File: config.mk
export PLATFORM = sky130hd
export DESIGN_NAME = ktrd_eval
export DESIGN_NICKNAME = d
export VERILOG_FILES = /design/src/hdl/ktrd_pkg.sv /design/src/hdl/ktrd_eval.sv
export SDC_FILE = /design/constraint.sdc
export NUM_CORES = 1
export LEC_CHECK = 0
export BUFFER_PORTS_ARGS = -buffer_cell sky130_fd_sc_hd__buf_2
export CAP_MARGIN = 5
export CORE_MARGIN = 5
export CORE_UTILIZATION = 41
export DETAILED_ROUTE_END_ITERATION = 16
export MAX_ROUTING_LAYER = met4
export PLACE_DENSITY = 0.75
export SLEW_MARGIN = 40
export SYNTH_ARGS = -nofsm -noshare
export SYNTH_HDL_FRONTEND = slang
export SYNTH_SLANG_ARGS = --single-unit
File: constraint.sdc
create_clock -name vclk -period 8.4
set_clock_uncertainty 0.1 [all_clocks]
set_input_delay 0.42 -clock vclk [all_inputs]
set_output_delay 0.42 -clock vclk [all_outputs]
set_load 0.02 [all_outputs]
File: src/hdl/ktrd_pkg.sv
// ----------------------------------------------------------------------------
// ktrd_pkg
// Shared types, widths and register codes for the key tap / repeat detector.
// ----------------------------------------------------------------------------
package ktrd_pkg;

    localparam int KEY_W      = 8;
    localparam int ELAPSED_W  = 16;
    localparam int TIMER_W    = 20;
    localparam int CFG_IDX_W  = 2;

    localparam int NUM_KEYS_DEF = 256;

    localparam logic [TIMER_W-1:0] TIMER_MAX = {TIMER_W{1'b1}};

    // configuration register indexes
    localparam logic [CFG_IDX_W-1:0] CFG_DBL_WINDOW   = 2'd0;
    localparam logic [CFG_IDX_W-1:0] CFG_RPT_DELAY    = 2'd1;
    localparam logic [CFG_IDX_W-1:0] CFG_RPT_INTERVAL = 2'd2;

    localparam logic [TIMER_W-1:0] DBL_WINDOW_RST   = 20'd200;
    localparam logic [TIMER_W-1:0] RPT_DELAY_RST    = 20'd500;
    localparam logic [TIMER_W-1:0] RPT_INTERVAL_RST = 20'd50;

    typedef struct packed {
        logic [TIMER_W-1:0] dbl_window;
        logic [TIMER_W-1:0] rpt_delay;
        logic [TIMER_W-1:0] rpt_interval;
    } t_cfg;

    // per-key state word as stored in the state RAM
    typedef struct packed {
        logic               level;
        logic [TIMER_W-1:0] since_tap;
        logic [TIMER_W-1:0] rpt_acc;
        logic               first_rpt;
    } t_key_state;

    localparam t_key_state KEY_STATE_RST = '{
        level:     1'b0,
        since_tap: TIMER_MAX,
        rpt_acc:   '0,
        first_rpt: 1'b0
    };

    typedef struct packed {
        logic tapped;
        logic released;
        logic double_tapped;
        logic repeat_pulse;
    } t_flags;

endpackage

File: src/hdl/ktrd_eval.sv
// ----------------------------------------------------------------------------
// ktrd_eval
// Per-key update: edge detect, double-tap window test and typematic repeat.
// ----------------------------------------------------------------------------
module ktrd_eval (
    input  ktrd_pkg::t_key_state             i_cur,
    input  logic                             i_down,
    input  logic [ktrd_pkg::ELAPSED_W-1:0]   i_elapsed,
    input  ktrd_pkg::t_cfg                   i_cfg,
    output ktrd_pkg::t_key_state             o_nxt,
    output ktrd_pkg::t_flags                 o_flags
);
    import ktrd_pkg::*;

    logic [TIMER_W:0]   tmr_sum;
    logic [TIMER_W:0]   acc_sum;
    logic [TIMER_W-1:0] tmr_sat;
    logic [TIMER_W-1:0] acc_sat;
    logic [TIMER_W-1:0] thr;
    logic               tap;

    assign tmr_sum = {1'b0, i_cur.since_tap} + (TIMER_W+1)'(i_elapsed);
    assign acc_sum = {1'b0, i_cur.rpt_acc}   + (TIMER_W+1)'(i_elapsed);
    assign tmr_sat = tmr_sum[TIMER_W] ? TIMER_MAX : tmr_sum[TIMER_W-1:0];
    assign acc_sat = acc_sum[TIMER_W] ? TIMER_MAX : acc_sum[TIMER_W-1:0];
    assign thr     = i_cur.first_rpt ? i_cfg.rpt_delay : i_cfg.rpt_interval;
    assign tap     = i_down && !i_cur.level;

    always_comb begin
        o_nxt                  = i_cur;
        o_nxt.level            = i_down;
        o_nxt.since_tap        = tmr_sat;
        o_flags.tapped         = tap;
        o_flags.released       = !i_down && i_cur.level;
        o_flags.double_tapped  = 1'b0;
        o_flags.repeat_pulse   = 1'b0;
        priority if (tap) begin
            o_flags.double_tapped = (tmr_sat <= i_cfg.dbl_window);
            o_flags.repeat_pulse  = 1'b1;
            o_nxt.since_tap       = '0;
            o_nxt.rpt_acc         = '0;
            o_nxt.first_rpt       = 1'b1;
        end else if (i_down) begin
            if (acc_sat > thr) begin
                o_flags.repeat_pulse = 1'b1;
                o_nxt.rpt_acc        = '0;
                o_nxt.first_rpt      = 1'b0;
            end else begin
                o_nxt.rpt_acc = acc_sat;
            end
        end else begin
            // key up: accumulator and first-repeat flag hold
        end
    end

endmodule

==> results.cfg, run 1 <==
[power_and_ir_drop]
internal_power_uw = 166
p_clk_share_pct = 0
p_leak_nw = 2.32
p_seq_share_pct = 0
peakVddDrop_uv = 38.4
powerDensity_mw_per_mm2 = 91.2
switching_share_pct = 57.5
combPwrFrac_pct = 100.0
p_sw_uw = 224

[setup_path]
cp_cell_sequence = buf_2 > ha_1 > fa_1 > a211oi_2 > o21ai_2 > a31oi_4 > o31ai_1 > o41a_4 > and3_4 > nor3_1 > a21oi_1 > ha_1 > a21o_1 > a21o_1 > a211oi_1 > o211ai_1 > a21boi_1 > and2_1 > a22o_1 > buf_2
cp-end-kind = output port
worstSetupPathType = input pin to output port
arrival_ns = 5.29
cp-startpoint = i_cur[1]
slowest_stage = and2_1
slowest_delay_ns = 0.54
start_kind = input pin
cp-endpoint = o_nxt[13]
crit_path_max_fanout = 13
critPathRequiredTime_ns = 7.88

[grt]
antenna_found_initial = 0
grt_pass1_vias = 3910
gr-total-overflow = 0
grt_max_degree = 22
grt_pass1_wl_mm = 18.0
grtUsageTotal_pct = 21.5

[layout]
nFlopsAndLatches = 0
num_antenna_cells = 0
seqCellArea_um2 = 0
drive_above_1_share_pct = 29.4
areaGrowthSynthToFinish_pct = 26.8
final_nets = 814
finish.utilization_pct = 52.8
n_clock_buffer = 0

[drt]
drt_wl_total_mm = 11.2
drc = 0
ant_nets = 0
first_pass_iters = 4
num_vias = 3999
viasPerCell = 5.52
drt_iter0_markers = 106
wl_per_cell_um = 15.5

[timing]
setup_viol = 0
fmax_mhz = 172
period_minus_slack_ns = 5.81
hold_viol = 0
worst_pin_slew_ns = 0.685
finalCritPeriodShare_pct = 69.2
rsz0062_at_grt = false
timing_max_transition_violations_final = 0
tns_ns = 0
relSlewSlack_pct = 54.3

[place]
globalplace.congestion = 0.938
dp_hpwl_mm = 9.91
io_buffers = 165

[floorplan]
coreArea_mm2 = 0.00809
die_h_um = 101
initial_core_util_pct = 41.6
rows = 33
dieArea_mm2 = 0.0101
die-width_um = 101
ios = 165

[synth]
syn_area_mm2 = 0.00337
synth_most_common_cell = ha_1
synth_top_area_share_pct = 26.7
avgSynthCellArea_um2 = 7.21
synth.area.top_cells = ha_1 (27%), mux2i_1 (5.6%), a21oi_1 (5.5%)
seq_area_frac_synth_pct = 0
yosysUniqueCellTypes = 63
synth_top_cell_by_area = ha_1
synth_nets = 660
synth_common_cells = ha_1 (72), nand2_1 (42), a21oi_1 (37)
yosys_warnings = 0
synthCells = 467

[flow_run]
maxCapViolCount = 0

[clock_network]
cts_resized = 0
post_cts_buffers = 0
ctsHoldBuffers = 0

[worst_hold_path]
min_path_type = input pin to output port

[status]
status = complete, no violations
-- layer usage --
layer  wire [um]  GRT usage [%]  vias to the layer above
met1        5080           28.5                     1779
met4         136           2.28                        0
li1            -              -                     2070
met5           0              -                        -
met2        5220           37.3                      139
met3         782           1.11                       11
-- worst min path at each step --
stage / from / endpoint / slack (ns) / cells past startpoint
detailed placement: i_cur[1] / o_nxt[1] / 1.10 / 3
finish: i_cur[1] / o_nxt[1] / 1.10 / 3
CTS: i_cur[1] / o_nxt[1] / 1.10 / 3
floorplan: i_down / o_nxt[41] / 0.85 / 1
global placement: i_cur[1] / o_nxt[1] / 1.09 / 3
global route: i_cur[1] / o_nxt[1] / 1.13 / 3
-- worst max-delay path, delay by kind of cell --
family,cells,cell delay (ns)
AO/OA/AOI/OAI,12,2.69
adder cells (fa/ha/maj),3,0.96
AND/OR/NAND/NOR,3,0.93
buffers and inverters,2,0.28
-- cells in the final DEF, fill, tap and decap left out, drive strengths merged, types with 2 or more instances in the layout --
| master | count |
|---|---|
| buf | 166 |
| ha | 72 |
| nand2 | 42 |
| a21oi | 37 |
| o21ai | 30 |
| inv | 27 |
| nor2 | 26 |
| nand3 | 20 |
| a21o | 19 |
| mux2i | 19 |
| nor2b | 19 |
| xor2 | 13 |
| a22o | 13 |
| nor3 | 11 |
| nand4 | 10 |
| xnor2 | 9 |
| a211oi | 9 |
| o21a | 8 |
| and3 | 6 |
| nand2b | 5 |
| or2 | 5 |
| and2 | 4 |
| o21bai | 4 |
| a31oi | 4 |
| o31ai | 4 |
| mux2 | 3 |
| o22ai | 2 |
| o41ai | 2 |
| o2111ai | 2 |
| nor4 | 2 |
| and4 | 2 |
| o211ai | 2 |
| a311oi | 2 |
| o221ai | 2 |
| o2bb2ai | 2 |
| fa | 2 |
| o41a | 2 |
| a21boi | 2 |
-- area by class of cell --
class                           count  area [um^2]
Inverter                           27          101
Tap cell                          105          131
Timing Repair Buffer              166          833
Fill cell                         833         3820
Multi-Input combinational cell    426         3200
-- stage by stage --
stage | power, mW | setup slack [ns] | instances | hold slack, ns | cell area, um^2
after floorplan | 0.272 | 3.09 | 467 | 0.853 | 3370
after global placement | 0.379 | 2.70 | 724 | 1.09 | 4270
after detailed placement | 0.387 | 2.58 | 724 | 1.10 | 4270
after CTS | 0.389 | 2.59 | 724 | 1.10 | 4270
after global routing | 0.436 | 2.24 | 724 | 1.13 | 4270
final | 0.389 | 2.59 | 724 | 1.10 | 4270
-- kinds of logic (layout without fill, tap and decap cells) --
family	count (synthesis)	in the layout	synth area share, %
AND/OR/NAND/NOR	155	155	23.3
multiplexers	22	22	6.65
AO/OA/AOI/OAI	153	153	31.5
buffers and inverters	41	193	4.94
XOR/XNOR	22	22	5.72
adder cells (fa/ha/maj)	74	74	27.9
-- power by group through the flow --
stage,sequential (mW),combinational [mW],clock [mW]
finish,0,0.389,0
global route,0,0.436,0
CTS,0,0.389,0
detailed placement,0,0.387,0
global placement,0,0.379,0
floorplan,0,0.272,0
Note: power is estimated with default switching activity, not from simulation.
==> run 2: changes to the inputs <==
clock period = 6 ns   (was 8.4 ns; I/O delays follow)
==> run 2 against run 1 <==
- global-route usage decreased by 0.52 points
- sequential cell count unchanged
- first-iteration DRC count increased by 27%
- non-clock buffer count increased by 1
- combinational power increased by 40%
- wire length increased by 0.23%
- utilization increased by 0.062 points
- setup slack got worse by 2.1 ns
- worst hold slack got worse by 0.23 ns
- cell area increased by 0.12%
- largest power group unchanged
- die area unchanged
- critical endpoint is now o_nxt[8]
- count of clock-buffer cells in the layout unchanged
==> results.cfg, run 2 (synthesis results as in run 1) <==
[setup_path]
arrival_ns = 5.15
start_kind = input pin
worstSetupPathType = input pin to output port
critPathRequiredTime_ns = 5.60
crit_path_max_fanout = 13
cp-end-kind = output port

[grt]
grt_pass1_vias = 3905
gr-total-overflow = 0
grtUsageTotal_pct = 21.0
antenna_found_initial = 0
grt_max_degree = 24
grt_pass1_wl_mm = 17.6

[layout]
areaGrowthSynthToFinish_pct = 26.9
layout_common_cells = buf_2 (165), ha_1 (72), nand2_1 (42), a21oi_1 (37), inv_1 (27)
finalNonFillerCells = 725
final_nets = 815
layout_commonest_cell = buf_2
seqCellArea_um2 = 0
n_clock_buffer = 0
nFlopsAndLatches = 0
num_antenna_cells = 0
design_area_mm2 = 0.00428
drive_above_1_share_pct = 29.4

[clock_network]
ctsHoldBuffers = 0
post_cts_buffers = 0
cts_resized = 0

[drt]
wl_per_cell_um = 15.5
viasPerCell = 5.55
drt_iter0_markers = 135
num_vias = 4027
first_pass_iters = 5
drc = 0
ant_nets = 0
drt_wl_total_mm = 11.2

[place]
io_buffers = 165
dp_hpwl_mm = 9.91
globalplace.congestion = 0.940
dpl_cell_area_mm2 = 0.00428
placedCellCount = 725

[timing]
finalCritPeriodShare_pct = 92.4
fmax_mhz = 180
rsz0062_at_grt = false
relSlewSlack_pct = 52.2
setup_viol = 0
tns_ns = 0
worst_pin_slew_ns = 0.716
hold_viol = 0
timing_max_transition_violations_final = 0
period_minus_slack_ns = 5.55

[floorplan]
initial_core_util_pct = 41.6
ios = 165
die-width_um = 101
dieArea_mm2 = 0.0101
coreArea_mm2 = 0.00809
rows = 33
die_h_um = 101

[power_and_ir_drop]
powerDensity_mw_per_mm2 = 128
p_leak_nw = 2.32
peakVddDrop_uv = 58.8

[status]
status = complete, no violations

[flow_run]
maxCapViolCount = 0

[worst_hold_path]
min_path_type = input pin to output port
## run 2: cell count changes in the layout (fill, tap and decap cells not counted), sizes merged
| cell | previous run | this run |
|---|---|---|
| buf | 166 | 167 |
## run 2: per-layer routing
layer	track usage, %	up-vias	wire (um)
met4	2.07	0	129
met2	36.6	160	5190
met5	-	-	0
met1	27.9	1793	5110
met3	0.692	12	821
li1	-	2062	-
## run 2: where the power goes
part | switching, mW | total [mW] | internal, mW | leakage, nW
sequential | 0 | 0 | 0 | 0
combinational | 0.313 | 0.546 | 0.233 | 2.32
clock | 0 | 0 | 0 | 0
## run 2: final timing paths
check | from | end | slack (ns) | depth (start not counted)
max | i_cur[1] | o_nxt[8] | 0.45 | 20
min | i_cur[1] | o_nxt[1] | 0.87 | 3
## run 2: area by class of cell
cell class                 count  area, um^2
inverter                      27         101
multi-input combinational    426        3200
timing repair buffer         167         841
tap                          105         131
fill                         837        3820
## run 2: critical path, stage by stage
cell      delay [ns]
buf_2           0.12
ha_1            0.22
fa_1            0.43
a211oi_2        0.30
o21ai_2         0.13
a31oi_4         0.22
o31ai_1         0.14
o41a_4          0.42
and3_4          0.22
nor3_1          0.16
a21oi_1         0.06
ha_1            0.32
a21o_1          0.16
a21o_1          0.16
a211oi_1        0.31
o211ai_1        0.16
a21boi_1        0.37
and2_1          0.54
a22o_1          0.22
buf_2           0.17
## run 2: stage by stage
step                      util (%)  worst slack (ns)  hold slack [ns]  power, mW
after floorplan                  -             0.929            0.613      0.381
after global placement        52.8             0.526            0.850      0.531
after detailed placement      52.8             0.453            0.866      0.543
after CTS                     52.8             0.438            0.867      0.546
after global routing          52.8             0.106            0.878      0.608
final                         52.8             0.454            0.865      0.546
