[src/hdl/ktrd_ram.sv]
// ----------------------------------------------------------------------------
// ktrd_ram
// Generic simple dual-port RAM, one write and one registered read port.
// ----------------------------------------------------------------------------
module ktrd_ram #(
    parameter  int WIDTH = 8,
    parameter  int DEPTH = 16,
    localparam int AW    = (DEPTH > 1) ? $clog2(DEPTH) : 1
) (
    input  logic             i_clk,
    input  logic             i_wr_en,
    input  logic [AW-1:0]    i_wr_addr,
    input  logic [WIDTH-1:0] i_wr_data,
    input  logic             i_rd_en,
    input  logic [AW-1:0]    i_rd_addr,
    output logic [WIDTH-1:0] o_rd_data
);

    logic [WIDTH-1:0] r_mem [DEPTH];
    logic [WIDTH-1:0] r_rd_data;

    always_ff @(posedge i_clk) begin
        if (i_wr_en) begin
            r_mem[i_wr_addr] <= i_wr_data;
        end
        if (i_rd_en) begin
            r_rd_data <= r_mem[i_rd_addr];
        end
    end

    assign o_rd_data = r_rd_data;

endmodule

[config.mk]
export PLATFORM = sky130hd
export DESIGN_NAME = ktrd_ram
export DESIGN_NICKNAME = d
export VERILOG_FILES = /design/src/hdl/ktrd_ram.sv
export SDC_FILE = /design/constraint.sdc
export NUM_CORES = 1
export LEC_CHECK = 0
export ABC_AREA = 1
export ABC_CLOCK_PERIOD_IN_PS = 1100
export BUFFER_PORTS_ARGS = -buffer_cell sky130_fd_sc_hd__buf_2
export CAP_MARGIN = 20
export CORE_MARGIN = 3
export CORE_UTILIZATION = 29
export CTS_CLUSTER_SIZE = 10
export DETAILED_ROUTE_END_ITERATION = 6
export PLACE_DENSITY = 0.46
export SLEW_MARGIN = 20
export SYNTH_ARGS = -nofsm -noshare
export SYNTH_HDL_FRONTEND = slang
export SYNTH_SLANG_ARGS = --single-unit
[constraint.sdc]
create_clock -name i_clk -period 1.1 [get_ports i_clk]
set_input_delay 0.22 -clock i_clk [delete_from_list [all_inputs] [get_ports i_clk]]
set_output_delay 0.22 -clock i_clk [all_outputs]
set_load 0.1 [all_outputs]
==> flow_metrics.py, run 1 <==
metrics = {
    "outcome": {
        "status": "finished with violations",
        "violations": "negative setup slack",
    },
    "final_layout": {
        "area_delta_synth_final_pct": 26.6,
        "num_antenna_cells": 0,
        "utilization_pct": 37.7,
        "layout-drive-gt1-share_pct": 22.6,
        "final_nets": 624,
        "design_area_mm2": 0.00740,
    },
    "floorplan": {
        "chipWidth_um": 148,
        "io_pins": 27,
        "core_area_mm2": 0.0197,
        "initial_core_util_pct": 29.7,
        "dieHeight_um": 148,
        "fp-row-count": 51,
        "die_area_mm2": 0.0219,
    },
    "global_route": {
        "use_met3_pct": 3.03,
        "grtUsageMet1_pct": 18.3,
        "antenna_found_initial": 0,
        "overflow": 0,
        "grt_pass1_wl_um": 22000,
        "use_met2_pct": 21.5,
        "grt_busiest_layer": "met2",
        "grt_pass1_vias": 3786,
        "grt_util_all_layers_pct": 13.6,
        "grt_max_degree": 33,
    },
    "clocking": {
        "cts_max_level": 4,
        "cts_buffers": 17,
        "clock_sinks": 136,
        "ctsRootBufferMaster": "clkbuf_16",
        "clk_pin_slew_ps": 50,
        "max-clock-path-buffers": 2,
        "cts_tree": "done",
        "clk_latency_ps": 410,
        "postCtsSetupRepairBufs": 0,
    },
    "synth": {
        "synth-seq-cells": 136,
        "yosys_warnings": 0,
        "netlist_instances": 551,
        "synth_area_leader_cell": "edfxtp_1",
        "synth-simple-area-share_pct": 20.8,
        "yosysTopAreaCellShare_pct": 69.8,
        "muxShareOfSynthArea_pct": 0,
        "synth_compound_area_share_pct": 0,
        "syn-num-nets": 570,
        "syn_area_mm2": 0.00585,
        "synth_top_family_by_area": "simple AND/OR/NAND/NOR gates",
        "avgSynthCellArea_um2": 10.6,
        "seq_area_frac_synth_pct": 69.8,
        "synth_fa_ha_area_share_pct": 0,
        "synthTopCellsByArea": "edfxtp_1 (70%), nand2_1 (11%), nand3_1 (8.3%)",
        "synth-xor-area-share_pct": 0,
        "yosysUniqueCellTypes": 11,
    },
    "timing": {
        "rsz0062_at_grt": "true",
        "finClkSkew_ps": 4.93,
        "fin_ws_ps": -192,
        "hold_viol_final": 0,
        "min_period_ps": 1290,
        "timing.hold.ws_ps": 179,
        "slew_headroom_pct": 74.1,
        "slew_violations": 0,
        "finalCritPeriodShare_pct": 117,
        "setup-violations-final": 8,
        "timing.fmax_ghz": 0.774,
        "tightest_slew_ps": 388,
    },
    "place": {
        "gp_congestion": 0.796,
        "io_buffers": 26,
        "dp_hpwl_um": 9080,
        "post_dp_cell_area_mm2": 0.00665,
    },
    "worst_setup_path": {
        "critPathRequiredTime_ps": 880,
        "crit_chain": "buf_12",
        "critPathMaxFanout": 1,
        "critPathCaptureType": "output port",
        "max_stage_delay_ps": 460,
        "crit_type": "register to output port",
        "critPathSlowestCell": "edfxtp_1",
        "cp_top_family": "flip-flops",
        "worstPathArrival_ps": 1070,
        "cp-start-kind": "register",
        "critical_path_buf_inv_count": 1,
    },
    "drt": {
        "drtPass1Iterations": 4,
        "wl_per_cell_um": 16.0,
        "drc": 0,
        "totalWireLength_um": 14100,
        "vias": 3811,
        "vias_per_cell": 4.33,
        "detail-route-antenna-nets": 0,
        "drtIter0Drc": 231,
    },
    "power_and_ir_drop": {
        "vdd.ir_drop.worst_uv": 841,
        "power_density_mw_per_mm2": 1610,
        "leakage_nw": 3.13,
    },
    "worst_hold_path": {
        "hold_class": "input pin to register",
    },
    "run": {
        "drv_cap": 0,
    },
}
## synthesized netlist by cell type
cell	n
inv_2	2
inv_1	100
buf_2	13
nand2_1	173
nand3b_1	2
edfxtp_1	136
buf_1	1
buf_6	6
nand3_1	97
buf_4	4
nor2_1	17
## kinds of logic after synthesis
kind of cell,Yosys count
simple gates,289
flops,136
buf+inv,126
## repair_timing
item / CTS / global route
hold buffers: 0 / 0
gates resized for setup: 20 / 32
pin swaps: 2 / 29
gates cloned: 0 / 0
endpoints found under the setup margin: 16 / 16
## state kept, by name, indices dropped and copies added (netlist names)
name and cells:
r_mem 128, o_rd_data 8
## final cells by class
class | count | area, um2
Multi-Input combinational cell | 289 | 1480
Timing Repair Buffer | 59 | 623
Sequential cell | 136 | 4080
Fill cell | 1974 | 12300
Inverter | 102 | 383
Clock inverter | 7 | 56.3
Clock buffer | 22 | 444
Tap cell | 265 | 332
## per-stage QoR
| step | setup TNS, ps | cells | worst slack [ps] | power [mW] |
|---|---|---|---|---|
| final | -1250 | 880 | -192 | 11.9 |
| after detailed placement | -17600 | 851 | -376 | 7.05 |
| after global placement | -16770 | 851 | -377 | 7.04 |
| after floorplan | -6270 | 551 | -70.8 | 6.57 |
| after CTS | -1450 | 880 | -206 | 12.0 |
| after global routing | -1710 | 880 | -224 | 12.4 |
## routing by layer
metal | wire, um | vias up
li1 | - | 1887
met1 | 6360 | 1825
met2 | 6870 | 82
met3 | 596 | 17
met4 | 275 | 0
met5 | 0 | -
## final timing paths
kind                          startpoint                endpoint  slack (ps)  depth (start not counted)
setup / recovery  o_rd_data[0]$_DFFE_PP_            o_rd_data[0]        -190                          1
hold / removal                   i_rd_en  o_rd_data[7]$_DFFE_PP_         180                          1
setup reg to reg   r_mem[2][2]$_DFFE_PP_  o_rd_data[2]$_DFFE_PP_          20                          6
hold reg to reg   r_mem[10][6]$_DFFE_PP_  o_rd_data[6]$_DFFE_PP_         750                          6
## placed cells by master, fill, tap and decap left out, drive strengths merged
master and instances:
nand3 97, nand3b 2, clkbuf 22, clkinv 6, nand2 173, edfxtp 136
bufinv 1, nor2 17, buf 59, inv 102
## power by group
group / leakage, nW / total [mW] / internal (mW) / switching [mW]
logic: 1.65 / 1.11 / 0.369 / 0.746
registers: 1.24 / 5.89 / 5.85 / 0.0474
clock network: 0.246 / 4.92 / 3.03 / 1.89
total: 3.13 / 11.9 / 9.24 / 2.69
No activity file was read; power rests on OpenSTA's default activity.
==> run 2, diff against run 1 <==
--- a/config.mk
+++ b/config.mk
@@ -14,6 +14,7 @@
 export CTS_CLUSTER_SIZE = 10
 export DETAILED_ROUTE_END_ITERATION = 6
 export PLACE_DENSITY = 0.46
+export SKIP_CTS_REPAIR_TIMING = 1
 export SLEW_MARGIN = 20
 export SYNTH_ARGS = -nofsm -noshare
 export SYNTH_HDL_FRONTEND = slang
==> run 2 against run 1 <==
  * The run still ends with negative setup slack left
  * Maximum frequency is 0.15% lower
  * Worst hold slack worse by 4.5 ps
  * Total power rose by 0.19%
  * Via count shrank 0.42%
  * Cell area is 0.41% higher
  * Combinational power about the same
  * Core utilization up 0.15 points
  * Count of clock-buffer cells in the layout stayed put
  * Sequential share of layout area fell by 0.22 points
==> flow_metrics.py, run 2 (synthesis gave the netlist of run 1 again) <==
metrics = {
    "outcome": {
        "status": "finished with violations",
        "violations": "negative setup slack",
    },
    "power_and_ir_drop": {
        "power_density_mw_per_mm2": 1610,
        "vdd.ir_drop.worst_uv": 853,
        "total_power_mw": 11.9,
        "leakage_nw": 3.14,
    },
    "floorplan": {
        "dieHeight_um": 148,
        "io_pins": 27,
        "core_area_mm2": 0.0197,
        "chipWidth_um": 148,
        "initial_core_util_pct": 29.7,
        "fp-row-count": 51,
        "die_area_mm2": 0.0219,
    },
    "clocking": {
        "max-clock-path-buffers": 2,
        "clock_sinks": 136,
        "clk_latency_ps": 410,
        "ctsRootBufferMaster": "clkbuf_16",
        "cts_buffers": 17,
        "cts_tree": "done",
        "clk_pin_slew_ps": 50,
        "cts_max_level": 4,
    },
    "worst_hold_path": {
        "hold_end": "o_rd_data[7]$_DFFE_PP_",
        "holdPathStages": 1,
        "hold_class": "input pin to register",
        "min-delay-start": "i_rd_en",
    },
    "final_layout": {
        "regMostFlops": "r_mem",
        "largest_reg_flops": 128,
        "utilization_pct": 37.8,
        "num_antenna_cells": 0,
        "layout-drive-gt1-share_pct": 23.4,
        "most-common-layout-cells": "nand2_1 (170), edfxtp_1 (136), inv_1 (100)",
        "area_delta_synth_final_pct": 27.1,
        "final_nets": 624,
        "nFillCells": 1973,
        "final_common_cell": "nand2_1",
    },
    "worst_setup_path": {
        "rrSetupSlack_ps": 20,
        "worstPathArrival_ps": 1070,
        "crit_type": "register to output port",
        "max_stage_delay_ps": 460,
        "reg2regPathDepth": 6,
        "critPathRequiredTime_ps": 880,
        "cp_top_family": "flip-flops",
        "critPathSlowestCell": "edfxtp_1",
        "critPathMaxFanout": 1,
        "cp-start-kind": "register",
        "critical_path_buf_inv_count": 1,
        "critPathCaptureType": "output port",
        "r2r-end": "o_rd_data[5]$_DFFE_PP_",
        "r2r_start": "r_mem[3][5]$_DFFE_PP_",
        "crit_chain": "buf_12",
    },
    "timing": {
        "tightest_slew_ps": 409,
        "rsz0062_at_grt": "true",
        "finalCritPeriodShare_pct": 118,
        "timing.fmax_ghz": 0.773,
        "finClkSkew_ps": 4.10,
        "fin_ws_ps": -194,
        "slew_violations": 0,
        "min_period_ps": 1290,
        "hold_viol_final": 0,
        "setup-violations-final": 8,
        "slew_headroom_pct": 72.7,
    },
    "global_route": {
        "grt_util_all_layers_pct": 13.6,
        "antenna_found_initial": 0,
        "grt_pass1_wl_um": 22000,
        "grt_max_degree": 33,
        "grt_pass1_vias": 3792,
        "overflow": 0,
    },
    "drt": {
        "drtPass1Iterations": 5,
        "vias": 3795,
        "top_layer_used": "met4",
        "drc": 0,
        "drtIter0Drc": 262,
        "wl_per_cell_um": 16.0,
        "drt-met1-wl_um": 6440,
        "detail-route-antenna-nets": 0,
        "wl_met2_um": 6800,
        "vias_per_cell": 4.31,
        "totalWireLength_um": 14100,
        "dr_wl_met3_um": 548,
    },
    "place": {
        "dpl_worst_slack_ps": -376,
        "io_buffers": 26,
        "gp_congestion": 0.796,
        "dp_hpwl_um": 9080,
    },
    "run": {
        "drv_cap": 0,
    },
}
-- run 2: changes by cell type in the layout (fill, tap and decap cells not counted) --
cell and delta:
nand3_1 -4, nand2_1 -1, nand2_2 +1, nand3_2 +3
nand3_4 +1
-- run 2: how the worst max path moves through the flow --
stage	depth (start not counted)	endpoint	from
floorplan	2	r_mem[11][0]$_DFFE_PP_	i_wr_addr[2]
global placement	7	o_rd_data[7]$_DFFE_PP_	i_rd_addr[0]
detailed placement	7	o_rd_data[4]$_DFFE_PP_	i_rd_addr[0]
CTS	1	o_rd_data[0]	o_rd_data[0]$_DFFE_PP_
global route	1	o_rd_data[3]	o_rd_data[3]$_DFFE_PP_
finish	1	o_rd_data[0]	o_rd_data[0]$_DFFE_PP_
-- run 2: metrics by stage --
stage / cell area [um2] / cells / setup TNS [ps] / hold WS [ps]
finish: 7430 / 880 / -1280 / 175
global route: 7430 / 880 / -1730 / 161
CTS: 7150 / 880 / -1800 / 161
detailed placement: 6650 / 851 / -17600 / 597
global placement: 6650 / 851 / -16770 / 592
floorplan: 5860 / 551 / -6270 / 319
-- run 2: where the power goes --
group / total (mW) / switching, mW / internal, mW
Sequential: 5.89 / 0.0473 / 5.84
Combinational: 1.12 / 0.752 / 0.373
Clock: 4.93 / 1.91 / 3.02
-- run 2: final cells by class --
type                       instances  area, um2  area share (%)
inverter                         102        383            5.15
timing repair buffer              59        623            8.38
sequential                       136       4080            54.9
multi-input combinational        289       1510            20.3
clock buffer                      22        444            5.98
clock inverter                     7       56.3           0.757
tap                              265        332            4.46
-- run 2: layer usage --
layer	vias up	track usage [%]
met4	0	4.90
met5	-	0
met2	69	21.5
li1	1887	-
met1	1817	18.5
met3	22	3.03
==> run 3, diff against run 2 <==
--- a/config.mk
+++ b/config.mk
@@ -13,7 +13,7 @@
 export CORE_UTILIZATION = 29
 export CTS_CLUSTER_SIZE = 10
 export DETAILED_ROUTE_END_ITERATION = 6
-export PLACE_DENSITY = 0.46
+export PLACE_DENSITY_LB_ADDON = 0.2
 export SKIP_CTS_REPAIR_TIMING = 1
 export SLEW_MARGIN = 20
 export SYNTH_ARGS = -nofsm -noshare
==> run 3 against run 2 <==
  * The flow still finishes with violations (negative setup slack)
  * Cell area increased by 1.4%
  * Non-clock buffer count increased by 6
  * Sequential power about the same
  * Combinational power about the same
  * Worst hold slack got worse by 9.4 ps
  * Critical path depth unchanged
  * Sequential share of layout area decreased by 0.77 points
  * Count of clock-buffer cells in the layout decreased by 4
  * Global-route usage about the same
  * Core utilization increased by 0.53 points
==> flow_metrics.py, run 3 (synthesis gave the netlist of run 1 again) <==
metrics = {
    "outcome": {
        "status": "finished with violations",
        "violations": "negative setup slack",
    },
    "timing": {
        "slew_headroom_pct": 70.2,
        "timing.hold.ws_ps": 165,
        "tightest_slew_ps": 446,
        "finClkSkew_ps": 8.36,
        "hold_viol_final": 0,
        "slew_violations": 0,
        "fin_ws_ps": -189,
        "timing.fmax_ghz": 0.776,
        "setup-violations-final": 9,
        "finalCritPeriodShare_pct": 117,
        "min_period_ps": 1290,
        "rsz0062_at_grt": "true",
    },
    "worst_setup_path": {
        "cp_top_family": "flip-flops",
        "critPathRequiredTime_ps": 880,
        "critPathSlowestCell": "edfxtp_1",
        "max_stage_delay_ps": 450,
        "critPathCaptureType": "output port",
        "r2r-end": "o_rd_data[3]$_DFFE_PP_",
        "r2r_start": "r_mem[2][3]$_DFFE_PP_",
        "crit_type": "register to output port",
        "rrSetupSlack_ps": -10,
        "critPathMaxFanout": 1,
        "crit_chain": "buf_12",
        "startpoint": "o_rd_data[4]$_DFFE_PP_",
        "worstPathArrival_ps": 1070,
        "cp-start-kind": "register",
        "reg2regPathDepth": 6,
        "critical_path_buf_inv_count": 1,
    },
    "floorplan": {
        "initial_core_util_pct": 29.7,
        "die_area_mm2": 0.0219,
        "chipWidth_um": 148,
        "io_pins": 27,
        "dieHeight_um": 148,
        "core_area_mm2": 0.0197,
        "fp-row-count": 51,
    },
    "worst_hold_path": {
        "min-delay-start": "i_rd_en",
        "holdPathStages": 1,
        "hold_class": "input pin to register",
        "hold_end": "o_rd_data[6]$_DFFE_PP_",
    },
    "final_layout": {
        "num_antenna_cells": 0,
        "utilization_pct": 38.4,
        "final_nets": 630,
        "area_delta_synth_final_pct": 28.9,
        "most-common-layout-cells": "nand2_1 (169), edfxtp_1 (136), inv_1 (100)",
        "final_common_cell": "nand2_1",
        "layout-drive-gt1-share_pct": 23.3,
        "regMostFlops": "r_mem",
        "largest_reg_flops": 128,
    },
    "global_route": {
        "antenna_found_initial": 0,
        "grt_max_degree": 27,
        "overflow": 0,
        "grt_pass1_wl_um": 22200,
        "grt_util_all_layers_pct": 13.6,
        "grt_pass1_vias": 3975,
    },
    "clocking": {
        "cts_buffers": 17,
        "cts_tree": "done",
        "clock_sinks": 136,
        "clk_pin_slew_ps": 60,
        "max-clock-path-buffers": 2,
        "ctsRootBufferMaster": "clkbuf_16",
        "cts_max_level": 4,
        "clk_latency_ps": 420,
    },
    "drt": {
        "detail-route-antenna-nets": 0,
        "vias": 3882,
        "wl_per_cell_um": 16.1,
        "vias_per_cell": 4.37,
        "drtIter0Drc": 277,
        "drtPass1Iterations": 4,
        "dr_wl_met3_um": 551,
        "wl_met2_um": 7000,
        "top_layer_used": "met4",
        "drc": 0,
        "totalWireLength_um": 14300,
        "drt-met1-wl_um": 6480,
    },
    "power_and_ir_drop": {
        "vdd.ir_drop.worst_uv": 1020,
        "power_density_mw_per_mm2": 1680,
        "leakage_nw": 3.18,
    },
    "place": {
        "io_buffers": 26,
        "dp_hpwl_um": 9900,
        "gp_congestion": 0.834,
    },
    "run": {
        "drv_cap": 0,
    },
}
[run 3: cell count changes in the layout (fill, tap and decap cells not counted), moves of 2 or more]
cell and change:
clkinv_1 -2, clkinvlp_4 +4, nand3_2 -13, nand3_1 +14, bufinv_16 +2, buf_4 +2, clkinv_4 +2, buf_12 +4
clkbuf_1 -4
[run 3: metrics by stage]
stage	area, um2	power [mW]	setup TNS (ps)	instances	setup WS [ps]
finish	7540	12.6	-1190	888	-189
detailed placement	6740	7.07	-15710	857	-363
global placement	6740	7.07	-14930	857	-378
CTS	7330	12.7	-1700	888	-211
floorplan	5860	6.57	-6270	551	-70.8
global route	7540	13.1	-1690	888	-217
[run 3: area by class of cell]
type | count | area [um2]
Fill cell | 1962 | 12100
Sequential cell | 136 | 4080
Multi-Input combinational cell | 289 | 1440
Timing Repair Buffer | 65 | 718
Clock buffer | 18 | 429
Inverter | 102 | 383
Tap cell | 265 | 332
Clock inverter | 13 | 156
[run 3: worst reg2reg max path: stages (launching register included)]
cell	delay, ps
edfxtp_1	380
nand2_1	70
nand2_1	50
nand2_1	70
nand3_2	100
nand3_2	110
nand2_1	70
[run 3: worst max path at each step]
stage	end	slack, ps	cells after the start
5_1_grt	o_rd_data[4]	-220	1
3_3_place_gp	o_rd_data[2]$_DFFE_PP_	-380	8
4_1_cts	o_rd_data[4]	-210	1
2_1_floorplan	r_mem[11][0]$_DFFE_PP_	-70	2
3_5_place_dp	o_rd_data[2]$_DFFE_PP_	-360	8
6_report	o_rd_data[4]	-190	1
[run 3: per-layer routing]
| metal | global-route usage (%) | up-vias |
|---|---|---|
| met5 | 0 | - |
| met4 | 5.45 | 0 |
| met1 | 17.5 | 1895 |
| met3 | 3.40 | 15 |
| li1 | - | 1900 |
| met2 | 22.2 | 72 |
[run 3: power breakdown]
group	total [mW]	internal [mW]	switching [mW]
registers	5.89	5.84	0.0445
logic	1.13	0.389	0.742
clock network	5.61	3.53	2.08
total	12.6	9.76	2.87
