**src/hdl/ktrd_pkg.sv**
```systemverilog
// ----------------------------------------------------------------------------
// ktrd_pkg
// Shared types, widths and register codes for the key tap / repeat detector.
// ----------------------------------------------------------------------------
package ktrd_pkg;

    localparam int KEY_W      = 8;
    localparam int ELAPSED_W  = 16;
    localparam int TIMER_W    = 20;
    localparam int CFG_IDX_W  = 2;

    localparam int NUM_KEYS_DEF = 256;

    localparam logic [TIMER_W-1:0] TIMER_MAX = {TIMER_W{1'b1}};

    // configuration register indexes
    localparam logic [CFG_IDX_W-1:0] CFG_DBL_WINDOW   = 2'd0;
    localparam logic [CFG_IDX_W-1:0] CFG_RPT_DELAY    = 2'd1;
    localparam logic [CFG_IDX_W-1:0] CFG_RPT_INTERVAL = 2'd2;

    localparam logic [TIMER_W-1:0] DBL_WINDOW_RST   = 20'd200;
    localparam logic [TIMER_W-1:0] RPT_DELAY_RST    = 20'd500;
    localparam logic [TIMER_W-1:0] RPT_INTERVAL_RST = 20'd50;

    typedef struct packed {
        logic [TIMER_W-1:0] dbl_window;
        logic [TIMER_W-1:0] rpt_delay;
        logic [TIMER_W-1:0] rpt_interval;
    } t_cfg;

    // per-key state word as stored in the state RAM
    typedef struct packed {
        logic               level;
        logic [TIMER_W-1:0] since_tap;
        logic [TIMER_W-1:0] rpt_acc;
        logic               first_rpt;
    } t_key_state;

    localparam t_key_state KEY_STATE_RST = '{
        level:     1'b0,
        since_tap: TIMER_MAX,
        rpt_acc:   '0,
        first_rpt: 1'b0
    };

    typedef struct packed {
        logic tapped;
        logic released;
        logic double_tapped;
        logic repeat_pulse;
    } t_flags;

endpackage

```
**src/hdl/ktrd_if.sv**
```systemverilog


interface ktrd_cfg_if;
    logic                          valid;
    logic                          ready;
    logic [ktrd_pkg::CFG_IDX_W-1:0] reg_index;
    logic [ktrd_pkg::TIMER_W-1:0]   wr_data;

    modport source (output valid, reg_index, wr_data, input ready);
    modport sink   (input valid, reg_index, wr_data, output ready);
endinterface

```
**src/hdl/ktrd_cfg_regs.sv**
```systemverilog
// ----------------------------------------------------------------------------
// ktrd_cfg_regs
// Timing configuration registers, written by index over the config channel.
// ----------------------------------------------------------------------------
module ktrd_cfg_regs (
    input  logic           i_clk,
    input  logic           i_rst_n,
    ktrd_cfg_if.sink       i_cfg,
    output ktrd_pkg::t_cfg o_cfg
);
    import ktrd_pkg::*;

    t_cfg r_cfg;

    assign i_cfg.ready = 1'b1;

    always_ff @(posedge i_clk) begin
        if (!i_rst_n) begin
            r_cfg.dbl_window   <= DBL_WINDOW_RST;
            r_cfg.rpt_delay    <= RPT_DELAY_RST;
            r_cfg.rpt_interval <= RPT_INTERVAL_RST;
        end else if (i_cfg.valid) begin
            unique case (i_cfg.reg_index)
                CFG_DBL_WINDOW:   r_cfg.dbl_window   <= i_cfg.wr_data;
                CFG_RPT_DELAY:    r_cfg.rpt_delay    <= i_cfg.wr_data;
                CFG_RPT_INTERVAL: r_cfg.rpt_interval <= i_cfg.wr_data;
                default: ;  // unmapped index, write dropped
            endcase
        end
    end

    assign o_cfg = r_cfg;

endmodule

```
**src/flat_wrapper.sv**
```systemverilog
// flat-port wrapper written by rule: the top's interface ports become plain ports
module ktrd_cfg_regs_flat import ktrd_pkg::*;
  (i_clk, i_rst_n, o_cfg, i_cfg_valid, i_cfg_reg_index, i_cfg_wr_data, i_cfg_ready);
  ktrd_cfg_if i_cfg_i ();
  input  logic i_clk;
  input  logic i_rst_n;
  output ktrd_pkg::t_cfg o_cfg;
  input wire logic [$bits(i_cfg_i.valid)-1:0] i_cfg_valid;
  input wire logic [$bits(i_cfg_i.reg_index)-1:0] i_cfg_reg_index;
  input wire logic [$bits(i_cfg_i.wr_data)-1:0] i_cfg_wr_data;
  output wire logic [$bits(i_cfg_i.ready)-1:0] i_cfg_ready;
  assign i_cfg_i.valid = i_cfg_valid;
  assign i_cfg_i.reg_index = i_cfg_reg_index;
  assign i_cfg_i.wr_data = i_cfg_wr_data;
  assign i_cfg_ready = i_cfg_i.ready;
  ktrd_cfg_regs u_core (.i_clk(i_clk), .i_rst_n(i_rst_n), .i_cfg(i_cfg_i), .o_cfg(o_cfg));
endmodule
```
**config.mk**
```make
export PLATFORM = sky130hd
export DESIGN_NAME = ktrd_cfg_regs_flat
export DESIGN_NICKNAME = d
export VERILOG_FILES = /design/src/hdl/ktrd_pkg.sv /design/src/hdl/ktrd_if.sv /design/src/hdl/ktrd_cfg_regs.sv /design/src/flat_wrapper.sv
export SDC_FILE = /design/constraint.sdc
export NUM_CORES = 1
export LEC_CHECK = 0
export BUFFER_PORTS_ARGS = -buffer_cell sky130_fd_sc_hd__buf_4
export CORE_ASPECT_RATIO = 1.2
export CORE_MARGIN = 3
export CORE_UTILIZATION = 35
export DETAILED_ROUTE_END_ITERATION = 8
export GPL_TIMING_DRIVEN = 0
export PLACE_DENSITY = 0.69
export SLEW_MARGIN = 10
export SYNTH_ARGS = -nofsm -noshare
export SYNTH_HDL_FRONTEND = slang
export SYNTH_SLANG_ARGS = --single-unit
export TNS_END_PERCENT = 5
```
**constraint.sdc**
```tcl
create_clock -name i_clk -period 3.31 [get_ports i_clk]
set_clock_uncertainty 0.1 [all_clocks]
set_input_delay 0.1655 -clock i_clk [delete_from_list [all_inputs] [get_ports i_clk]]
set_output_delay 0.1655 -clock i_clk [all_outputs]
set_load 0.05 [all_outputs]
```
==> summary by stage, run 1 <==
Outcome
The run finished with clean final reports.

Power
The largest vdd supply drop is 0.290 mV. The total power per unit cell area is 554 nW/um^2. The leakage dissipation is 1.58 nW.

Layout
The area growth from synthesis to final layout is 44.2%. The final-layout fill cell count is 608. The number of diodes is 0.

The library cells used most frequently in the layout, excluding fill and tap cells, are sky130_fd_sc_hd__buf_4, sky130_fd_sc_hd__nand2_1, sky130_fd_sc_hd__dfxtp_1. Cells fill 53.3% of the core in the end. Leaving out fill and tap cells, the most frequent cell in the layout is sky130_fd_sc_hd__buf_4.

The fraction of final layout cells sized beyond drive strength 1 is 31.9%. The number of flip-flops under the largest register name is 60. At the end of the flow, the number of nets in the layout was 352.

Placement
Detailed placement ended at an HPWL of 4240 um. Port buffering added 83 buffers. Routability-driven placement finished with a final weighted congestion of 0.760.

Yosys
Synthesis produced 229 cells. The post-synthesis instance area is 2290 sq um. The number of warnings printed during yosys synthesis is 0.

The number of nets handed over by synthesis was 254. Ranked by total cell area, the synthesized netlist is headed by sky130_fd_sc_hd__dfxtp_1, sky130_fd_sc_hd__mux2i_1, sky130_fd_sc_hd__nand2_1. The unique cell type count in the Yosys netlist is 18. The area share of the largest cell type after synthesis is 52.3%. The share of the Yosys chip area taken by registers is 52.3%. The flip-flop and latch count after synthesis is 60.

The average cell area after synthesis is 10.0 sq um. Summed over all instances, the cell type with the most area after synthesis is sky130_fd_sc_hd__dfxtp_1.

Clock network
The number of clock buffers inserted by TritonCTS is 9. The later pin in the worst-skew pair is clocked with a latency of 0.33 ns. TritonCTS built the clock tree.

The number of sinks on the clock net is 60. The total setup buffers inserted after CTS is 0. The root buffer cell chosen for the clock tree is sky130_fd_sc_hd__clkbuf_8. The largest buffer count on any clock path is 2. For this design, the CTS-stage hold fixing added 4 buffers. The H-tree was split into 3 levels. After clock tree synthesis, the clock-pin slew on the worst setup and hold paths is 0.07 ns. Post-CTS repair changed the size of 0 cells.

Route
The routed wire length is 6010 um. Across all layers, the routed design uses 1885 vias. The first-pass detailed-route iteration total is 4. The via density per instance is 4.55. Dividing the detail-routed wire length by the instance count gives 14.5 um. For this run, design rule violations remaining after detail routing come to 0. The remaining antenna violation count after routing is 0. The detailed router finished its first iteration with 54 violations.

Floorplan
The top-level I/O count is 86. After floorplanning, the core was divided into 31 placement rows. The initial core utilization is 37.0%. The chip height is 94.7 um. The core region is 6210 sq um. The area of the die is 7570 sq um. The floorplan step set the die width to 79.9 um.

Timing
Setup repair after global routing left no endpoint under its margin. The relative slew slack is 62.1%. Dividing the final minimum period by the clock period gives 36.9%. The post-route minimum period is 1.22 ns. The max-slew violation count is 0.

Static timing analysis puts the maximum clock frequency at 820 MHz. The final setup TNS is 0 ns. The final hold violation count was 0.

Setup violations remaining at the end of the flow were counted as 0. For the pin with the worst max-slew slack, the measured transition is 0.568 ns.

Setup path
The critical-path maximum fanout is 10. The cell count of the worst reg-to-reg path is 1. The critical path is of the in2reg type.

At the worst endpoint, the required time is 3.43 ns. The critical path arrival is 1.34 ns. The sort of element at the start of the critical path is a primary input. The slack of the worst reg-to-reg path is 2.54 ns.

The nature of the critical path endpoint is a flop.

Global routing
The number of antenna violations at the first check in global routing is 0. The first global-routing pass estimated 9400 um of wire. The number of global-route vias before repair is 1923.

The pin count of the biggest net entering global routing is 12. The global-route usage over all layers is 16.3%. The aggregate global routing overflow is 0.

Worst hold path
The worst hold path cell count is 3. The path class of the lowest-slack min-delay path is in2reg.

Flow run
The number of max-cap violations is 0.
final timing paths:
path | start | end
worst max-delay path | i_rst_n | u_core.o_cfg[22]
worst min-delay path | i_cfg_wr_data[3] | u_core.o_cfg[23]
worst min register to register | u_core.o_cfg[0] | u_core.o_cfg[0]
worst max register to register | u_core.o_cfg[22] | u_core.o_cfg[22]
report_power, final:
group	leakage, nW	internal [mW]	switching (mW)	total (mW)
logic	0.972	0.0883	0.166	0.255
clock network	0.122	0.520	0.296	0.816
registers	0.488	0.748	0.0142	0.763
total	1.58	1.36	0.476	1.83
critical path: stages:
cell and delay, ns:
sky130_fd_sc_hd__clkbuf_1 0.28, sky130_fd_sc_hd__clkbuf_1 0.49, sky130_fd_sc_hd__inv_1 0.15, sky130_fd_sc_hd__a211o_1 0.25
layer usage:
layer / up-vias / part of all wire (%) / track usage, %
met5: - / 0 / 0
met2: 55 / 48 / 26.8
met1: 869 / 44 / 19.8
li1: 953 / - / -
met4: 0 / 1.6 / 8.87
met3: 8 / 6.0 / 3.44
final cells by class:
class	count	area, sq um	area share [%]
clock buffer	10	138	4.16
sequential	60	1200	36.3
buffer	18	85.1	2.57
timing repair buffer	87	663	20.0
inverter	2	7.51	0.227
multi-input combinational	149	1000	30.2
tap	82	103	3.10
clock inverter	6	111	3.36
per-stage QoR:
step / total power [mW] / cell area [sq um] / hold WS (ns) / cells / worst slack [ns]
2_1_floorplan: 0.941 / 2290 / 0.204 / 229 / 2.05
3_3_place_gp: 1.03 / 3020 / 0.333 / 394 / 1.74
3_5_place_dp: 1.03 / 3020 / 0.340 / 394 / 1.75
4_1_cts: 1.85 / 3310 / 0.00487 / 414 / 2.08
5_1_grt: 1.90 / 3310 / 0.0296 / 414 / 1.98
6_report: 1.83 / 3310 / 0.0166 / 414 / 2.09
synth_stat cells:
master and n:
sky130_fd_sc_hd__nand2_1 68, sky130_fd_sc_hd__dfxtp_1 60, sky130_fd_sc_hd__mux2i_1 56, sky130_fd_sc_hd__nor2b_1 12
sky130_fd_sc_hd__clkbuf_1 11, sky130_fd_sc_hd__buf_2 5, sky130_fd_sc_hd__a211o_1 3, sky130_fd_sc_hd__and3b_1 2
sky130_fd_sc_hd__and4b_1 2, sky130_fd_sc_hd__inv_1 2, sky130_fd_sc_hd__buf_4 1, sky130_fd_sc_hd__buf_6 1
sky130_fd_sc_hd__conb_1 1, sky130_fd_sc_hd__nand3b_1 1, sky130_fd_sc_hd__nand4b_1 1, sky130_fd_sc_hd__nor4bb_1 1
sky130_fd_sc_hd__o211ai_1 1, sky130_fd_sc_hd__or3b_1 1
kinds of logic (layout without fill, tap and decap cells):
logic type	count (synthesis)	count (layout)	share of synthesized area [%]
flip-flops	60	60	52.3
other	1	1	0.163
AO/OA/AOI/OAI	4	4	1.47
AND/OR/NAND/NOR	88	88	17.6
buffers and inverters	20	123	4.03
multiplexers	56	56	24.4
No activity file was read; power rests on OpenSTA's default activity.
==> run 2: changes to the inputs <==
- clock period: 3.31 -> 1.2 ns (I/O delays scaled with it)
==> run 2 against run 1 <==
Net effect: clock-buffer cell count did not move; critical endpoint unchanged; via count increased by 4.1%; non-clock buffer count is 20 higher; die area did not move; flip-flop and latch count unchanged; first-iteration DRC count up 9.3%; power rose to 2.8 times the previous value; worst setup slack got worse by 2.0 ns.
==> summary by stage, run 2 (synthesized netlist as in run 1, its figures left out) <==
Placement
Once detailed placement completed, the half-perimeter wirelength came to 4240 um. The area after detailed placement is 3020 sq um. The pre-CTS setup slack is -0.254 ns. At the end of routability-driven placement, the weighted congestion stood at 0.760. Port buffering added 83 buffers.

Route
After detailed routing, the average wire length per cell comes to 14.5 um. The via density per instance is 4.52. The final layout contains routed wiring with a total length of 6290 um.

After detailed routing, the number of remaining DRC violations is 0. The routed layout has 1963 vias. Once detail routing completed, the nets flagged for antenna violations numbered 0. The initial DRC count is 59. The first detailed-routing pass ran for 2 iterations.

Setup path
The critical path arrival is 1.21 ns. Data on the critical path is required at its endpoint by 1.32 ns. The critical path in this run is classified as in2reg. The stage delay of the slowest cell on the critical path is 0.57 ns. The critical-path maximum fanout is 8. The combined buffer and inverter count along the critical path is 2. Broken down by cell family, the worst path's largest delay share belongs to buffers and inverters. The sort of element at the start of the critical path is a primary input.

The largest individual stage delay along the critical path comes from the cell sky130_fd_sc_hd__dlygate4sd3_1. The critical path goes through buf_4 -> nand3b_1 -> dlygate4sd3_1 -> a211o_1. STA classifies the critical path endpoint as a flop.

Layout
The final-layout fill cell count is 588. The area growth from synthesis to final layout is 53.0%. The count of nets after finishing is 372. The number of flip-flops under the largest register name is 60.

The post-route netlist has 30.4% of its cells at a drive strength greater than 1. The library cell used most frequently in the layout, excluding fill and tap cells, is sky130_fd_sc_hd__buf_4. Once layout is done, the placed cells without fillers occupy 3510 sq um. The library cells used most frequently in the layout, excluding fill and tap cells, are sky130_fd_sc_hd__buf_4, sky130_fd_sc_hd__nand2_1, sky130_fd_sc_hd__dfxtp_1.

At the end of the flow the core is filled with cells to 56.6%. The number of diodes is 0.

Floorplan
The die span in x is 79.9 um. The chip height is 94.7 um. The initial core utilization is 37.0%. The core area is 6210 sq um. The initialized floorplan defines 31 standard-cell rows.

The top-level I/O count is 86. The die covers 7570 sq um.

Clock network
The worst-skew pair later-pin latency is 0.33 ns. Clock-pin slew was measured on the worst setup and hold paths at 0.07 ns. TritonCTS built the clock tree. Counting along the longest clock path gives a buffer depth of 2. The cell sitting at the root of the clock tree is a sky130_fd_sc_hd__clkbuf_8.

The depth of the CTS H-tree is 3. The number of sinks on the clock net is 60. The number of clock buffers inserted by TritonCTS is 9. Once the clock tree was built, the setup fixing pass inserted 0 buffers.

Global routing
The first global-routing pass estimated 9970 um of wire. The layer flagged by global routing as most heavily used is met2. The global routing usage on met2 is 30.0%. For met1 alone, demand over resource in global routing was 20.1%. The aggregate global routing overflow is 0. The number of antenna violations at the first check in global routing is 0. Global routing consumed, over all layers together, 17.3% of the routing resources. Entering global routing, the biggest net connects 12 pins. The met3 track utilization from global routing is 3.34%. The number of global-route vias before repair is 2067.

Timing
The relative slew slack is 61.9%. The slew of the pin with the lowest slew margin is 0.572 ns. The final setup violation count is 0. The final hold violation count came to 0. The max-slew violation count is 0. Setup repair after global routing left no endpoint under its margin.

The post-route minimum period is 1.09 ns. Static timing analysis puts the maximum clock frequency at 916 MHz. On the final layout, the worst hold slack is 0.0504 ns. The setup slack of the critical path after layout is 0.108 ns.

The final setup TNS is 0 ns. The portion of the clock cycle consumed by the worst path in the final layout is 91.0%.

Worst hold path
The worst hold path belongs to the class in2reg.

Power
The largest vdd supply drop is 0.800 mV. In this run the power density over the cells is 1460 nW/um^2. The leakage dissipation is 1.67 nW.

Outcome
The flow ran to the end, and the final reports show no timing, DRC or antenna violations.

Flow run
The tool flagged a number of max-cap violations equal to 0.
==> run 2: final timing paths <==
| path | start | endpoint | slack [ns] | cells past startpoint |
|---|---|---|---|---|
| setup / recovery | i_cfg_reg_index[1] | u_core.o_cfg[22] | 0.11 | 4 |
| hold / removal | i_cfg_reg_index[0] | u_core.o_cfg[28] | 0.05 | 3 |
| setup reg to reg | u_core.o_cfg[43] | u_core.o_cfg[43] | 0.43 | 1 |
| hold reg to reg | u_core.o_cfg[0] | u_core.o_cfg[0] | 0.36 | 2 |
==> run 2: metrics by stage <==
step,cells,total power [mW]
finish,434,5.11
global route,434,5.29
CTS,434,5.16
detailed placement,394,2.85
global placement,394,2.84
floorplan,229,2.60
==> run 2: metal layers <==
layer  routed length [um]  part of all wire (%)  vias to the layer above
met5                    0                     0                        -
met4                  121                   1.9                        0
met3                  298                   4.7                       12
met2                 3110                    49                       55
met1                 2760                    44                      898
li1                     -                     -                      998
==> run 2: area by class of cell <==
cell class / count / area (sq um) / area share (%)
plain buffers: 18 / 86.3 / 2.46
clock buffers: 10 / 138 / 3.92
clock inverters: 6 / 111 / 3.17
inverters: 2 / 7.51 / 0.214
multi-input cells: 149 / 1000 / 28.5
flip-flops and latches: 60 / 1200 / 34.2
well taps: 82 / 103 / 2.92
repair buffers: 107 / 863 / 24.6
==> run 2: what timing repair did <==
item,CTS,global route
endpoints found under the hold margin,58,0
hold buffers,24,0
gates resized for setup,0,2
setup endpoints to repair,0,3
==> run 2: where the power goes <==
group / internal (mW) / switching (mW) / leakage (nW) / total (mW)
clock: 1.44 / 0.815 / 0.122 / 2.25
sequential: 2.06 / 0.0399 / 0.488 / 2.10
combinational: 0.286 / 0.470 / 1.06 / 0.756
total: 3.79 / 1.33 / 1.67 / 5.11
==> run 3: changes to the inputs <==
- ABC_AREA: not set -> 1
- PLACE_DENSITY: 0.69 -> 0.68
- TNS_END_PERCENT: 5 -> 30
==> run 3 against run 2 <==
Net effect: sequential share of layout area fell by 1.8 points; power increased by 7.2%; synthesized area rose by 9.8%; fmax grew 3.4%; combinational power rose by 39%; non-clock buffer count is 1 higher; largest power group unchanged; final cell count up 33%; critical path depth down 3; design area grew 5.5%; core utilization shrank 2.9 points; highest routed layer unchanged; global-route usage increased by 0.80 points; die area rose by 9.1%.
==> summary by stage, run 3 <==
Yosys
The area share of the largest cell type after synthesis is 47.7%. By count the netlist is led by sky130_fd_sc_hd__nand2_1, sky130_fd_sc_hd__nor2_1, sky130_fd_sc_hd__dfxtp_1, sky130_fd_sc_hd__inv_1, sky130_fd_sc_hd__nand3_1. Synthesis instantiated 14 different standard cells from the library. The share of the Yosys chip area taken by registers is 47.7%. In this run the cell area of the synthesized design comes to 2520 sq um. The average cell area after synthesis is 6.81 sq um. In the synthesized netlist the async set-or-reset flop fraction comes to 0%. After synthesis the netlist holds a flip-flop and latch count of 60.

Counting every net in the synthesized netlist gives 395. The most instantiated flip-flop cell in the synthesis netlist is sky130_fd_sc_hd__dfxtp_1. The synthesized design contains 0 enable-type register cells. After technology mapping, the gate count stands at 370. Yosys instantiated no cell more often than sky130_fd_sc_hd__nand2_1. For this run, the number of Yosys warnings is 0.

The synthesized design spends more area on one cell type than any other, namely sky130_fd_sc_hd__dfxtp_1. Ranked by total cell area, the synthesized netlist is headed by sky130_fd_sc_hd__dfxtp_1, sky130_fd_sc_hd__nand2_1, sky130_fd_sc_hd__nor2_1.

Worst hold path
The path class of the lowest-slack min-delay path is in2reg.

Layout
The net count of the finished layout is 509. For this run, the number of standard cells in the final layout without fillers is 576. The fraction of final layout cells sized beyond drive strength 1 is 23.9%. The area growth from synthesis to final layout is 47.0%. The number of diodes is 0. The register with the most flip-flops in the layout has 60 of them.

Leaving out fill and tap cells, the most frequent cell in the layout is sky130_fd_sc_hd__nand2_1. In the layout the commonest cells are sky130_fd_sc_hd__nand2_1, sky130_fd_sc_hd__buf_4, sky130_fd_sc_hd__nor2_1.

Power
The total power per unit cell area is 1480 nW/um^2. The worst-case IR drop observed on VDD is 1.10 mV. In this run the static leakage power is 1.99 nW. The power consumption is 5.48 mW.

Clock network
The depth of the CTS H-tree is 3. Buffers added to address setup during post-CTS repair amount to 0. The clock reaches the later pin of the worst-skew pair after 0.32 ns. TritonCTS built the clock tree. The largest buffer count on any clock path is 2. Clock-pin slew was measured on the worst setup and hold paths at 0.07 ns. The number of sinks on the clock net is 60. CTS placed an instance of sky130_fd_sc_hd__clkbuf_8 at the clock tree root. In this run, CTS created clock tree buffers numbering 9.

Timing
The max-slew violation count is 0. The final hold violation count came to 0. The post-route minimum period is 1.06 ns.

After routing, the total negative slack on setup checks comes to 0 ns. Static timing analysis puts the maximum clock frequency at 947 MHz. For the pin with the worst max-slew slack, the measured transition is 0.512 ns.

The portion of the clock cycle consumed by the worst path in the final layout is 88.0%. Headroom to the max-slew limit came out at 65.9%. The final setup violation count is 0. Setup repair after global routing left no endpoint under its margin.

Setup path
In this run the worst path has a maximum fanout of 2. The nature of the critical path endpoint is an output pin. The largest single stage delay on the critical path is 0.35 ns. The critical path arrival is 0.90 ns.

STA puts the critical path data required time at 1.04 ns. The slowest stage of the critical path belongs to the cell sky130_fd_sc_hd__dfxtp_1. The top cell family by delay on the critical path is flip-flops. The type of the worst setup path is reg2out.

The sort of element at the start of the critical path is a flop. Together, buffers and inverters on the worst path number 1. Walking the worst path, the cells encountered are buf_4.

Global routing
The number of global-route vias before repair was 2518. The number of antenna violations at the first check in global routing is 0. The global-route usage over all layers is 18.1%. The pin count of the biggest net entering global routing is 11. The first global-routing pass estimated 11900 um of wire.

The total overflow left after global routing is 0.

Placement
The wire-length estimate of the detail-placed layout is 5270 um. The number of placed instances, taps included, is 539. The count of input and output buffers is 82. The final weighted congestion in routability-driven placement is 0.765.

Route
The routed design has 7140 um of wire. After detailed routing, the number of vias per cell comes to 4.42. Dividing the detail-routed wire length by the instance count gives 12.4 um.

The number of remaining DRC errors is 0. The remaining antenna violation count after routing is 0. The via count is 2544. The first-pass detailed-route iteration total is 5. The initial DRC count is 143.

Floorplan
The core region is 6900 sq um. The floorplan has 33 rows. For this configuration, the core starts out at a cell density of 36.5%. The die span in x is 83.4 um.

The area of the die is 8250 sq um. Pin placement for this block handled 86 I/O pins. The die is 98.9 um tall.

Outcome
The run finished with clean final reports.

Flow run
The tool flagged a number of max-cap violations equal to 0.
## run 3: cell types whose count changed after synthesis, sizes merged, moves of 2 or more
cell,before,now
a211o,3,0
a21oi,0,17
and3b,2,0
and4b,2,0
buf,7,17
clkbuf,11,6
inv,2,50
mux2i,56,0
nand2,68,103
nand3,0,34
nor2,0,82
nor2b,12,0
## run 3: worst register-to-register path, stage by stage (launching register included)
cell and delay, ns:
sky130_fd_sc_hd__dfxtp_1 0.35, sky130_fd_sc_hd__inv_1 0.05, sky130_fd_sc_hd__nand2_1 0.05, sky130_fd_sc_hd__nand2_1 0.05, sky130_fd_sc_hd__nor2_1 0.10
## run 3: layout make-up
class | count | area, sq um
inverter | 50 | 188
multi-input combinational | 237 | 973
clock buffer | 12 | 155
sequential | 60 | 1200
clock inverter | 4 | 95.1
tap | 87 | 109
buffer | 23 | 156
timing repair buffer | 103 | 826
fill | 685 | 3190
## run 3: repair_timing
item / in CTS / in global routing
hold buffers: 21 / 0
hold endpoints to repair: 54 / 0
gates resized for setup: 0 / 0
## run 3: kinds of logic after synthesis
logic type,count (synthesis),synth area share (%)
flip-flops,60,47.7
AND/OR/NAND/NOR,219,35.1
other,1,0.149
buffers and inverters,73,13.7
AO/OA/AOI/OAI,17,3.38
## run 3: where the power goes
| part | switching, mW | internal (mW) |
|---|---|---|
| registers | 0.0596 | 2.10 |
| clock network | 0.779 | 1.49 |
| logic | 0.694 | 0.356 |
## run 3: per-stage QoR
stage / hold slack (ns) / setup WS (ns) / area (sq um) / utilization, %
after floorplan: 0.0732 / 0.171 / 2520 / -
after global placement: 0.186 / 0.168 / 3240 / 47.0
after detailed placement: 0.186 / 0.173 / 3240 / 47.0
after CTS: 0.0196 / 0.125 / 3700 / 53.7
after global routing: 0.0449 / 0.0703 / 3700 / 53.7
final: 0.0337 / 0.144 / 3700 / 53.7
## run 3: layer usage
| metal | share of wire (%) | global-route usage (%) | up-vias | routed length [um] |
|---|---|---|---|---|
| met5 | 0 | 0 | - | 0 |
| met4 | 1.7 | 7.05 | 0 | 121 |
| met3 | 6.9 | 5.43 | 9 | 495 |
| met2 | 49 | 31.8 | 85 | 3530 |
| met1 | 42 | 20.6 | 1127 | 3000 |
| li1 | - | - | 1323 | - |
## run 3: worst paths after layout
kind                           start               end  slack [ns]  cells past startpoint
setup / recovery    u_core.o_cfg[21]         o_cfg[21]        0.14                      1
hold / removal    i_cfg_reg_index[1]   u_core.o_cfg[4]        0.03                      5
setup reg to reg    u_core.o_cfg[19]  u_core.o_cfg[19]        0.43                      4
hold reg to reg     u_core.o_cfg[46]  u_core.o_cfg[46]        0.38                      2
